<file path="src/idm_pkg.sv">
`timescale 1ns / 1ps
// ---------------------------------------------------------------------------
// idm_pkg
// Shared types and constants for the vector impedance datapath.
// ---------------------------------------------------------------------------
package idm_pkg;

  localparam int XW = 30;
  localparam int ZW = 34;
  localparam int CORDIC_STEPS = 20;

  localparam logic [2:0] CFG_FULL_SCALE = 3'd0;
  localparam logic [2:0] CFG_OPEN_VOLTS = 3'd1;
  localparam logic [2:0] CFG_SERIES_RES = 3'd2;
  localparam logic [2:0] CFG_GAIN       = 3'd3;
  localparam logic [2:0] CFG_FREQ       = 3'd4;

  localparam logic [29:0] CORDIC_K = 30'd652032874;
  localparam logic [31:0] TWO_PI_Q29 = 32'd3373259426;

  typedef struct packed {
    logic [31:0] res;
    logic        kind;
    logic        zi_zero;
    logic        om_zero;
    logic        den_zero;
  } rsb_t;

  typedef struct packed {
    logic [31:0] res;
    logic        kind;
    logic [31:0] react;
    logic        degen;
  } res_t;

  function automatic logic [31:0] cordic_atan(input int idx);
    logic [31:0] a;
    case (idx)
      0: a = 32'd536870912;
      1: a = 32'd316933406;
      2: a = 32'd167458907;
      3: a = 32'd85004756;
      4: a = 32'd42667331;
      5: a = 32'd21354465;
      6: a = 32'd10679838;
      7: a = 32'd5340245;
      8: a = 32'd2670163;
      9: a = 32'd1335087;
      10: a = 32'd667544;
      11: a = 32'd333772;
      12: a = 32'd166886;
      13: a = 32'd83443;
      14: a = 32'd41722;
      15: a = 32'd20861;
      16: a = 32'd10430;
      17: a = 32'd5215;
      18: a = 32'd2608;
      19: a = 32'd1304;
      default: a = 32'd0;
    endcase
    return a;
  endfunction

endpackage

</file>
<file path="src/idm_cordic_cell.sv">
`timescale 1ns / 1ps
// ---------------------------------------------------------------------------
// idm_cordic_cell
// One registered CORDIC rotation step with a fixed shift.
// ---------------------------------------------------------------------------
module idm_cordic_cell import idm_pkg::*; #(
  parameter int IDX = 0
) (
  input  logic                 clk,
  input  logic                 rst_n,
  input  logic                 en,
  input  logic                 vld_i,
  input  logic signed [XW-1:0] x_i,
  input  logic signed [XW-1:0] y_i,
  input  logic signed [ZW-1:0] z_i,
  output logic                 vld_o,
  output logic signed [XW-1:0] x_o,
  output logic signed [XW-1:0] y_o,
  output logic signed [ZW-1:0] z_o
);

  localparam logic signed [ZW-1:0] ATAN = ZW'(cordic_atan(IDX));

  logic                 vld_r;
  logic signed [XW-1:0] x_r, y_r, xs, ys;
  logic signed [ZW-1:0] z_r;

  assign xs = x_i >>> IDX;
  assign ys = y_i >>> IDX;

  always_ff @(posedge clk) begin
    if (!rst_n) begin
      vld_r <= 1'b0;
    end else if (en) begin
      vld_r <= vld_i;
    end
  end

  always_ff @(posedge clk) begin
    if (en) begin
      if (!z_i[ZW-1]) begin
        x_r <= x_i - ys;
        y_r <= y_i + xs;
        z_r <= z_i - ATAN;
      end else begin
        x_r <= x_i + ys;
        y_r <= y_i - xs;
        z_r <= z_i + ATAN;
      end
    end
  end

  assign vld_o = vld_r;
  assign x_o = x_r;
  assign y_o = y_r;
  assign z_o = z_r;

endmodule

</file>
<file path="config.mk">
export PLATFORM = sky130hd
export DESIGN_NAME = idm_cordic_cell
export DESIGN_NICKNAME = d
export VERILOG_FILES = /design/src/idm_pkg.sv /design/src/idm_cordic_cell.sv
export SDC_FILE = /design/constraint.sdc
export NUM_CORES = 1
export LEC_CHECK = 0
export ABC_AREA = 1
export BUFFER_PORTS_ARGS = -buffer_cell sky130_fd_sc_hd__buf_2
export CAP_MARGIN = 20
export CORE_ASPECT_RATIO = 1.25
export CORE_MARGIN = 2
export CORE_UTILIZATION = 62
export CTS_CLUSTER_DIAMETER = 150
export CTS_CLUSTER_SIZE = 20
export DETAILED_ROUTE_END_ITERATION = 8
export GPL_TIMING_DRIVEN = 0
export PLACE_DENSITY = 0.84
export SETUP_SLACK_MARGIN = 0.02
export SLEW_MARGIN = 20
export SYNTH_ARGS = -nofsm -noshare
export SYNTH_HDL_FRONTEND = slang
export SYNTH_SLANG_ARGS = --single-unit
</file>
<file path="constraint.sdc">
create_clock -name clk -period 4.3 [get_ports clk]
set_input_delay 0.215 -clock clk [delete_from_list [all_inputs] [get_ports clk]]
set_output_delay 0.215 -clock clk [all_outputs]
set_load 0.01 [all_outputs]
</file>
* Word level (Yosys, flattened, before mapping)
Index checks and enable logic that the tools add are counted.
** Operators by class
- Mux-type cells :: 3
- Add/sub/neg operators :: 5
** Operators by type and width (number)
- $mux W30 :: 2
- $sub A30 B30 Y30 :: 2
- $add A34 B31 Y34 const B :: 1
- $mux W34 :: 1
- $sub A34 B31 Y34 const B :: 1
- $add A30 B30 Y30 :: 1
** Storage, ports and cells
- Flip-flop bits (word level) :: 95
- Word-level logic and storage cells :: 12
- Output and inout bits :: 95

* Longest topological paths before layout
Gate-level depths: netlist (run 1).
- Word-level depth :: 2
- Depth in mapped cells :: 16
- Mapped depth without buffers :: 15

* Least setup slack after synthesis (run 1)
No wires, ideal clock.
- Path kind :: in2reg
- Start point :: input x_i[0]
- End point :: register x_r[28] (netlist: x_o[28]) (data pin)
- Stages :: 11
- Required time :: 4.047 ns
- Setup slack :: 2.497 ns
- Path buffers :: 0
- Arrival time :: 1.550 ns
- Library setup time :: 0.253 ns
- Cell sequence :: ha_1 > fa_1 > nand2_1 > nand2_1 > and2_1 > nand2_1 > nand3_2 > nand2_1 > nand4_1 > nand3_1 > nand2_1
** On the way
- Longest elaborated chain between the ends :: 2
- Elaborated cells on any way between the ends :: 3
- Those cells by class :: add/sub (2); mux (1)
** Ends and longest elaborated chain
- from (decl) :: line idm_cordic_cell.sv:13 : input logic signed [XW-1:0] x_i,
- $sub A30 B30 Y30 or $add A30 B30 Y30 (tied branches) :: line idm_cordic_cell.sv:42, idm_cordic_cell.sv:46
- $mux W30 * :: line idm_cordic_cell.sv:41 : if (!z_i[ZW-1]) begin
- to (signal assigned) :: line idm_cordic_cell.sv:42 : x_r <= x_i - ys;
- to (signal assigned) :: line idm_cordic_cell.sv:46 : x_r <= x_i + ys;
- to (decl) :: line idm_cordic_cell.sv:25 : logic signed [XW-1:0] x_r, y_r, xs, ys;
Every way passes the cells marked *; elsewhere a longest branch is shown, timed or not.
A chain may end at the register's enable or synchronous reset.

* Worst setup path after layout (run 1)
- Start point :: input z_i[33]
- End point :: register z_r[32] (netlist: z_o[32]) (data pin)
** On the way
- Longest elaborated chain between the ends :: 1
** Ends and longest elaborated chain
- from (decl) :: line idm_cordic_cell.sv:15 : input logic signed [ZW-1:0] z_i,
- $mux W34 :: line idm_cordic_cell.sv:41
- to (signal assigned) :: line idm_cordic_cell.sv:44 : z_r <= z_i - ATAN;
- to (signal assigned) :: line idm_cordic_cell.sv:48 : z_r <= z_i + ATAN;
- to (decl) :: line idm_cordic_cell.sv:26 : logic signed [ZW-1:0] z_r;
No other way between the ends.

==> results of run 1 <==
-- critical path: stages --
cell      delay (ns)
clkbuf_1        0.42
clkinv_1        0.40
buf_2           0.37
ha_1            0.40
nand3_1         0.11
nand3_1         0.11
xor2_1          0.16
-- placed cells by master (no fill, tap or decap), types with 26 or more instances in the layout --
master,instances
buf_2,196
nand2_1,478
xor2_1,26
nand3_1,130
edfxtp_1,93
ha_1,90
a21oi_1,75
o21ai_0,50
nor2_1,82
inv_1,251
-- layer usage --
| metal | vias up | GRT usage, % | part of all wire (%) |
|---|---|---|---|
| li1 | 5082 | - | - |
| met2 | 671 | 68.20 | 48 |
| met1 | 4847 | 43.89 | 36 |
| met4 | 0 | 26.39 | 7.1 |
| met3 | 189 | 7.031 | 8.4 |
| met5 | - | 0 | 0 |
-- path summary, 6_finish.rpt --
path            from  endpoint  slack [ns]  cells after the start
max          z_i[33]   z_o[32]        2.20                      7
min          z_i[23]   z_o[23]        0.02                      1
max reg2reg    vld_o     vld_o        3.60                      2
min reg2reg    vld_o     vld_o        0.59                      2
-- power breakdown --
group	internal, mW	total [mW]	switching, mW
clock	0.407	0.828	0.421
sequential	1.15	1.18	0.0283
combinational	0.457	1.36	0.903
total	2.01	3.37	1.35
-- state kept, by name, indices dropped and copies added, names as in the netlist --
name   flops
vld_o      1
x_o       29
y_o       30
z_o       34
-- stage by stage --
stage	util, %	total power [mW]	instances	setup WS (ns)
CTS	73.63	3.323	1900	2.286
finish	73.63	3.366	1900	2.204
floorplan	-	2.042	1480	2.497
global route	73.63	3.512	1900	2.160
detailed placement	71.76	2.513	1884	1.929
global placement	71.62	2.467	1883	1.979
-- kinds of logic after synthesis --
family	count (synthesis)	synth area share, %
AOI/OAI and AO/OA	165	9.065
and+or+nand+nor	790	34.89
muxes	2	0.1998
buffers and inverters	307	13.30
DFF	94	28.07
adders and majority gates	94	12.04
xor gates and xnor gates	28	2.447
-- layout make-up --
cell class	count	area [µm²]	share of cell area [%]
clock inverters	7	67.56	0.5846
well taps	212	265.3	2.295
flip-flops and latches	94	2813	24.34
repair buffers	192	978.4	8.466
plain buffers	40	330.3	2.858
clock buffers	9	225.2	1.949
multi-input cells	1079	5876	50.84
inverters	267	1002	8.672
==> run summary, run 1 <==
min-delay worst type: input port to flop
Slew @ Worst Pin: 0.8955 ns
layout cell share with drive strength beyond 1: 19.31%
top-count cell post-synth: nand2_1
Filler cells: 1313
Final Hold Slack: 0.02246 ns
hpwl dp: 27910 µm
critical setup path kind: input port to flop
number of buffers created by CTS: 9
maxcap violations: 0
Mapped Area: 10020 µm²
GRT overflow: 0
Max Slew Vio Count: 0
Seq/Total Area, Yosys: 28.07%
Syn-to-layout area delta: 15.33%
buffer depth of the longest clock path: 2
routed wire length: 34220 µm
# setup viols final: 0
vias in the first global route: 10459
Die X: 117.7 µm
Port Buffers: 191
Hold Buf Count CTS: 0
Core ar.: 15700 µm²
Cell Rows: 51
routed wire length per instance: 18.01 µm
Starting Density: 63.84%
nets: 1875
Synth async-reset ratio: 0%
Synth area leaders: edfxtp_1 28%, nand2_1 18%, ha_1 11%
Final Wtd Congestion: 0.9948
clock transition at the registers of the reported paths: 0.07 ns
Synth area leader: edfxtp_1
Crit Path Max Fanout: 13
CTS tree: yes
Tcrit/Tclk final: 48.75%
Synth Area per Inst: 6.771 µm²
DR DRC count: 0
Setup TNS Final: 0 ns
DRT antenna net count: 0
via count: 10789
first-pass GRT wire length: 52920 µm
clock skew: 0 ns
# H-tree levels: 3
I/O pin total: 193
final hold viol count: 0
Synth top cells by count: 478 x nand2_1, 251 x inv_1, 130 x nand3_1, 93 x edfxtp_1, 90 x ha_1
Achievable Freq: 0.4770 GHz
DRT Pass-1 Iters: 6
number of inserted diodes: 0
RSZ-0062 raised after global routing: no
power per cell area: 291.3 nW/µm²
Worst-Skew Late Latency: 0.36 ns
Ys Warns: 0
root buffer cell: clkbuf_16
DR vias/cell: 5.678
Die Area: 17200 µm²
Period minus WS final: 2.096 ns
antenna violations before repair: 0
synthesized instance count: 1480
Crit. End Element: flop
run status: finished clean
drt initial violations: 1081
Max VDD drop: 0.1934 mV
Sink Count: 94
startpoint types: input port
design area: 11560 µm²
post-cts sizing count: 0
post-synth top area share: 27.87%
ys flop type: edfxtp_1
Post-synth EDFFs: 93
critical path data required time: 4.40 ns
Critical Path AT: 2.20 ns
#FFs+latches synth: 94
syn nets: 1672
pin count of the biggest net entering global routing: 50
Slew headroom: 40.30%
placed cell areas: 11260 µm²
GRT Total Usage: 39.30%
chip height: 146.1 µm
Leak: 6.281 nW
number of post-CTS setup repair buffers: 0
Yosys cell types: 43
(Power assumes the default switching activity.)
==> inputs of run 2 (changes only) <==
- CORE_UTILIZATION: 62 -> 52
- PLACE_DENSITY: 0.84 -> 0.75
- clock period: 4.3 -> 1.83 ns (I/O delays scaled with it)
==> run summary, run 2 (synthesis gave the netlist of run 1 again) <==
most common cell after layout, fill and taps aside: nand2_1 (unchanged)
family with the most delay on the worst path: simple AND/OR/NAND/NOR gates (was buffers and inverters)
final worst setup slack: 0.07245 ns (was 2.204 ns)
CP Cell Sequence: buf_2, inv_1, ha_1, buf_4, nand2_1, o21ai_0, nand2_1, nand2_1, a21oi_2, nand2_1, nand2_1, nand3_1, nand2_1 (was clkbuf_1, clkinv_1, buf_2, ha_1, nand3_1, nand3_1, xor2_1)
Core ar.: 18850 µm² (was 15700 µm²)
clock skew: 0 ns (unchanged)
CP Buf/Inv Count: 3 (unchanged)
number of inserted diodes: 0 (unchanged)
CTS tree: yes (unchanged)
DRT Pass-1 Iters: 6 (unchanged)
Die Area: 20400 µm² (was 17200 µm²)
Sink Count: 94 (unchanged)
Max Slew Vio Count: 0 (unchanged)
drt initial violations: 745 (was 1081)
number of post-CTS setup repair buffers: 0 (unchanged)
vias in the first global route: 10137 (was 10459)
most frequent cells in the layout: 474 x nand2_1, 251 x inv_1, 196 x buf_2 (was 478 x nand2_1, 251 x inv_1, 196 x buf_2)
Worst-Skew Late Latency: 0.36 ns (about the same)
Leak: 6.436 nW (was 6.281 nW)
final cell count without fillers: 1951 (was 1900)
RSZ-0062 raised after global routing: yes (was no)
hpwl dp: 27790 µm (was 27910 µm)
root buffer cell: clkbuf_16 (unchanged)
clock transition at the registers of the reported paths: 0.08 ns (was 0.07 ns)
# H-tree levels: 3 (unchanged)
min-delay worst type: input port to flop (unchanged)
most used cell, CP: nand2_1 (was nand3_1)
Slowest cell on crit path: o21ai_0 (was clkbuf_1)
GRT Total Usage: 33.14% (was 39.30%)
Starting Density: 53.17% (was 63.84%)
Die X: 128.2 µm (was 117.7 µm)
Psw: 3.187 mW (was 1.352 mW)
DR DRC count: 0 (unchanged)
final hold viol count: 0 (unchanged)
Syn-to-layout area delta: 20.18% (was 15.33%)
Max VDD drop: 0.7683 mV (was 0.1934 mV)
GRT overflow: 0 (unchanged)
buffer depth of the longest clock path: 2 (unchanged)
startpoint types: input port (unchanged)
chip height: 159.2 µm (was 146.1 µm)
# setup viols final: 0 (unchanged)
routed wire length: 33860 µm (was 34220 µm)
Slew headroom: 39.07% (was 40.30%)
Critical Path AT: 1.88 ns (was 2.20 ns)
Tcrit/Tclk final: 96.04%
Port Buffers: 191 (unchanged)
antenna violations before repair: 1 (was 0)
internal power: 4.811 mW (was 2.014 mW)
dpl ws: -0.4649 ns (was 1.929 ns)
via count: 10327 (was 10789)
Setup TNS Final: 0 ns (unchanged)
DRT antenna net count: 0 (unchanged)
layout cell share with drive strength beyond 1: 20.71% (was 19.31%)
critical path data required time: 1.95 ns (was 4.40 ns)
Crit. End Element: flop (unchanged)
number of buffers created by CTS: 9 (unchanged)
maxcap violations: 0 (unchanged)
pin count of the biggest net entering global routing: 63 (was 50)
nets: 1906 (was 1875)
Period minus WS final: 1.758 ns
Slew @ Worst Pin: 0.9140 ns (was 0.8955 ns)
Sw Ratio: 39.84% (was 40.17%)
clock power share: 24.9% (was 24.6%)
CP max stage delay: 0.45 ns (was 0.42 ns)
critical setup path kind: input port to flop (unchanged)
Cell Rows: 56 (was 51)
Crit Path Max Fanout: 10 (was 13)
design area: 12040 µm² (was 11560 µm²)
Final Wtd Congestion: 0.9759 (was 0.9948)
routed wire length per instance: 17.36 µm (was 18.01 µm)
run status: finished clean (unchanged)
power per cell area: 664.1 nW/µm² (was 291.3 nW/µm²)
Filler cells: 1766 (was 1313)
DR vias/cell: 5.293 (was 5.678)
placed cell areas: 11300 µm² (was 11260 µm²)
sequential share of power: 34.5% (was 35.0%)
Achievable Freq: 0.5690 GHz
Final Hold Slack: 0.02056 ns (was 0.02246 ns)
first-pass GRT wire length: 51940 µm (was 52920 µm)
placed cells: 1904 (was 1884)
Gate power share: 40.6% (was 40.4%)
Largest register FFs: 34 (unchanged)
I/O pin total: 193 (unchanged)
[run 2: final timing paths]
| check | start | to | slack [ns] | depth (start not counted) |
|---|---|---|---|---|
| hold / removal | z_i[29] | z_o[29] | 0.02 | 2 |
| setup reg to reg | vld_o | vld_o | 0.60 | 3 |
| setup / recovery | x_i[23] | x_o[28] | 0.07 | 13 |
| hold reg to reg | vld_o | vld_o | 1.14 | 3 |
[run 2: timing repair]
item,in CTS,in global routing
endpoints found under the hold margin,30,0
pin swaps,0,1
resized for setup,4,37
hold buffers,31,0
setup endpoints to repair,6,29
[run 2: layout make-up]
class | count | area, µm² | share of cell area (%)
inverters | 267 | 1002 | 8.322
multi-input cells | 1079 | 6010 | 49.90
clock inverters | 7 | 75.07 | 0.6234
well taps | 232 | 290.3 | 2.410
repair buffers | 223 | 1296 | 10.76
flip-flops and latches | 94 | 2813 | 23.36
clock buffers | 9 | 225.2 | 1.870
plain buffers | 40 | 331.6 | 2.753
[run 2: power by group through the flow]
stage          clock [mW]  combinational, mW  sequential [mW]
2_1_floorplan           0               1.83             2.97
3_3_place_gp            0               3.04             2.80
5_1_grt              2.07               3.57             2.79
6_report             1.99               3.25             2.76
4_1_cts              2.00               3.16             2.76
3_5_place_dp            0               3.09             2.81
[run 2: per-layer routing]
layer	track usage [%]	vias to the layer above	routed length [µm]
li1	-	5152	-
met1	38.29	4694	13250
met2	60.35	399	17040
met3	3.797	80	1997
met4	15.53	2	1556
met5	0	-	13
[run 2: metrics by stage]
step                power (mW)  utilization, %
floorplan                4.797               -
global placement         5.842           59.78
detailed placement       5.894           59.94
CTS                      7.918           63.25
global route             8.419           63.89
finish                   7.998           63.89
==> inputs of run 3 (changes only) <==
- CTS_CLUSTER_SIZE: 20 -> 14
- SETUP_SLACK_MARGIN: 0.02 -> 0.3
==> run summary, run 3 (synthesis gave the netlist of run 1 again) <==
family with the most delay on the worst path: adder cells (was simple AND/OR/NAND/NOR gates)
Syn-to-layout area delta: 44.34% (was 20.18%)
CP Buf/Inv Count: 1 (was 3)
Filler cells: 1362 (was 1766)
maxcap violations: 0 (unchanged)
most used cell, CP: nand2_4 (was nand2_1)
Die X: 128.2 µm (unchanged)
CTS tree: yes (unchanged)
Slowest cell on crit path: fa_2 (was o21ai_0)
routed wire length: 37620 µm (was 33860 µm)
Crit Path Max Fanout: 3 (was 10)
DR vias/cell: 5.583 (was 5.293)
drt initial violations: 877 (was 745)
pin count of the biggest net entering global routing: 58 (was 63)
Final Wtd Congestion: 1.035 (was 0.9759)
critical setup path kind: input port to flop (unchanged)
startpoint types: input port (unchanged)
antenna violations before repair: 0 (was 1)
Max Slew Vio Count: 0 (unchanged)
RSZ-0062 raised after global routing: yes (unchanged)
dpl ws: -0.2715 ns (was -0.4649 ns)
hpwl dp: 27300 µm (was 27790 µm)
Die Area: 20400 µm² (unchanged)
DR DRC count: 0 (unchanged)
Leak: 7.160 nW (was 6.436 nW)
min-delay worst type: input port to flop (unchanged)
most common cell after layout, fill and taps aside: nand2_1 (unchanged)
M3 GR Usage: 5.007% (was 3.797%)
met1 usage: 39.47% (was 38.29%)
via count: 11154 (was 10327)
Port Buffers: 191 (unchanged)
Critical Path AT: 1.64 ns (was 1.88 ns)
Worst-Skew Late Latency: 0.37 ns (was 0.36 ns)
clock skew: 0 ns (unchanged)
layout cell share with drive strength beyond 1: 41.28% (was 20.71%)
Period minus WS final: 1.537 ns (was 1.758 ns)
first-pass GRT wire length: 53300 µm (was 51940 µm)
placed cell areas: 11860 µm² (was 11300 µm²)
Starting Density: 53.17% (unchanged)
final worst setup slack: 0.2929 ns (was 0.07245 ns)
Slew headroom: 34.73% (was 39.07%)
Achievable Freq: 0.6506 GHz (was 0.5690 GHz)
nets: 1953 (was 1906)
busiest grt layer: met2 (unchanged)
vias in the first global route: 10300 (was 10137)
power per cell area: 628.7 nW/µm² (was 664.1 nW/µm²)
Design Power: 9.094 mW (was 7.998 mW)
Crit. End Element: flop (unchanged)
Core ar.: 18850 µm² (unchanged)
DRT antenna net count: 0 (unchanged)
GRT Total Usage: 33.87% (was 33.14%)
most frequent cells in the layout: 361 x nand2_1, 200 x inv_1, 180 x buf_2 (was 474 x nand2_1, 251 x inv_1, 196 x buf_2)
Cell Rows: 56 (unchanged)
Tcrit/Tclk final: 83.99% (was 96.04%)
number of inserted diodes: 0 (unchanged)
final hold viol count: 0 (unchanged)
final cell count without fillers: 1998 (was 1951)
critical path data required time: 1.93 ns (was 1.95 ns)
Final Util: 76.74% (was 63.89%)
GR met2 Demand/Resource: 59.14% (was 60.35%)
number of buffers created by CTS: 9 (unchanged)
GRT overflow: 0 (unchanged)
DRT Pass-1 Iters: 6 (unchanged)
I/O pin total: 193 (unchanged)
# setup viols final: 0 (unchanged)
clock transition at the registers of the reported paths: 0.09 ns (was 0.08 ns)
CP max stage delay: 0.39 ns (was 0.45 ns)
CP Cell Sequence: buf_8, ha_4, fa_2, nand2_2, nand2_4, and2_4, nand2_4, nand3_4, xor2_2, nand2_1, o21ai_2 (was buf_2, inv_1, ha_1, buf_4, nand2_1, o21ai_0, nand2_1, nand2_1, a21oi_2, nand2_1, nand2_1, nand3_1, nand2_1)
placed cells: 1904 (unchanged)
buffer depth of the longest clock path: 2 (unchanged)
routed wire length per instance: 18.83 µm (was 17.36 µm)
Max VDD drop: 0.4438 mV (was 0.7683 mV)
Sink Count: 94 (unchanged)
chip height: 159.2 µm (unchanged)
Slew @ Worst Pin: 0.9790 ns (was 0.9140 ns)
Largest register FFs: 34 (unchanged)
# H-tree levels: 3 (unchanged)
root buffer cell: clkbuf_16 (unchanged)
run status: finished clean (unchanged)
design area: 14460 µm² (was 12040 µm²)
[run 3: cell types whose count changed in the layout (fill, tap and decap cells not counted), moves of 36 or more]
| cell | previous run | this run |
|---|---|---|
| nor2_4 | 13 | 57 |
| buf_4 | 13 | 52 |
| inv_2 | 13 | 51 |
| nand2_1 | 474 | 361 |
| a21oi_1 | 70 | 23 |
| nor2_1 | 71 | 35 |
| a21oi_2 | 7 | 44 |
| inv_1 | 251 | 200 |
| nand2_2 | 19 | 101 |
[run 3: what timing repair did]
item / CTS / global route
resized for setup: 50 / 393
endpoints found under the setup margin: 38 / 49
pin swaps: 7 / 134
gates cloned: 0 / 3
setup buffers: 6 / 38
hold buffers: 31 / 0
hold endpoints to repair: 30 / 0
[run 3: final timing paths]
check | slack, ns | startpoint | depth (start not counted) | endpoint
setup / recovery | 0.29 | y_i[0] | 11 | y_o[12]
hold reg to reg | 1.13 | vld_o | 3 | vld_o
hold / removal | 0.004 | z_i[29] | 2 | z_o[29]
setup reg to reg | 0.58 | vld_o | 3 | vld_o
[run 3: stage by stage]
stage	TNS, ns	hold slack, ns
global route	0	0.02021
floorplan	0	0.1850
global placement	-25.43	0.2676
CTS	0	0.004106
finish	0	0.003704
detailed placement	-5.767	0.2700
[run 3: final cells by class]
class                   instances  area (µm²)  share of cell area, %
flip-flops and latches         94        2813                  19.45
clock buffers                   9       225.2                  1.557
plain buffers                  40       525.5                  3.633
clock inverters                 7       75.07                 0.5190
well taps                     232       290.3                  2.007
multi-input cells            1079        7701                  53.24
repair buffers                270        1794                  12.40
inverters                     267        1040                  7.189
[run 3: power by group]
part	internal [mW]	switching [mW]
clock	0.970	1.04
sequential	2.70	0.0641
combinational	1.68	2.64
total	5.36	3.74
[run 3: routing by layer]
metal	share of wire [%]	vias to the layer above
met4	7.0	0
met3	7.8	169
li1	-	5250
met1	36	5130
met5	0	-
met2	49	605
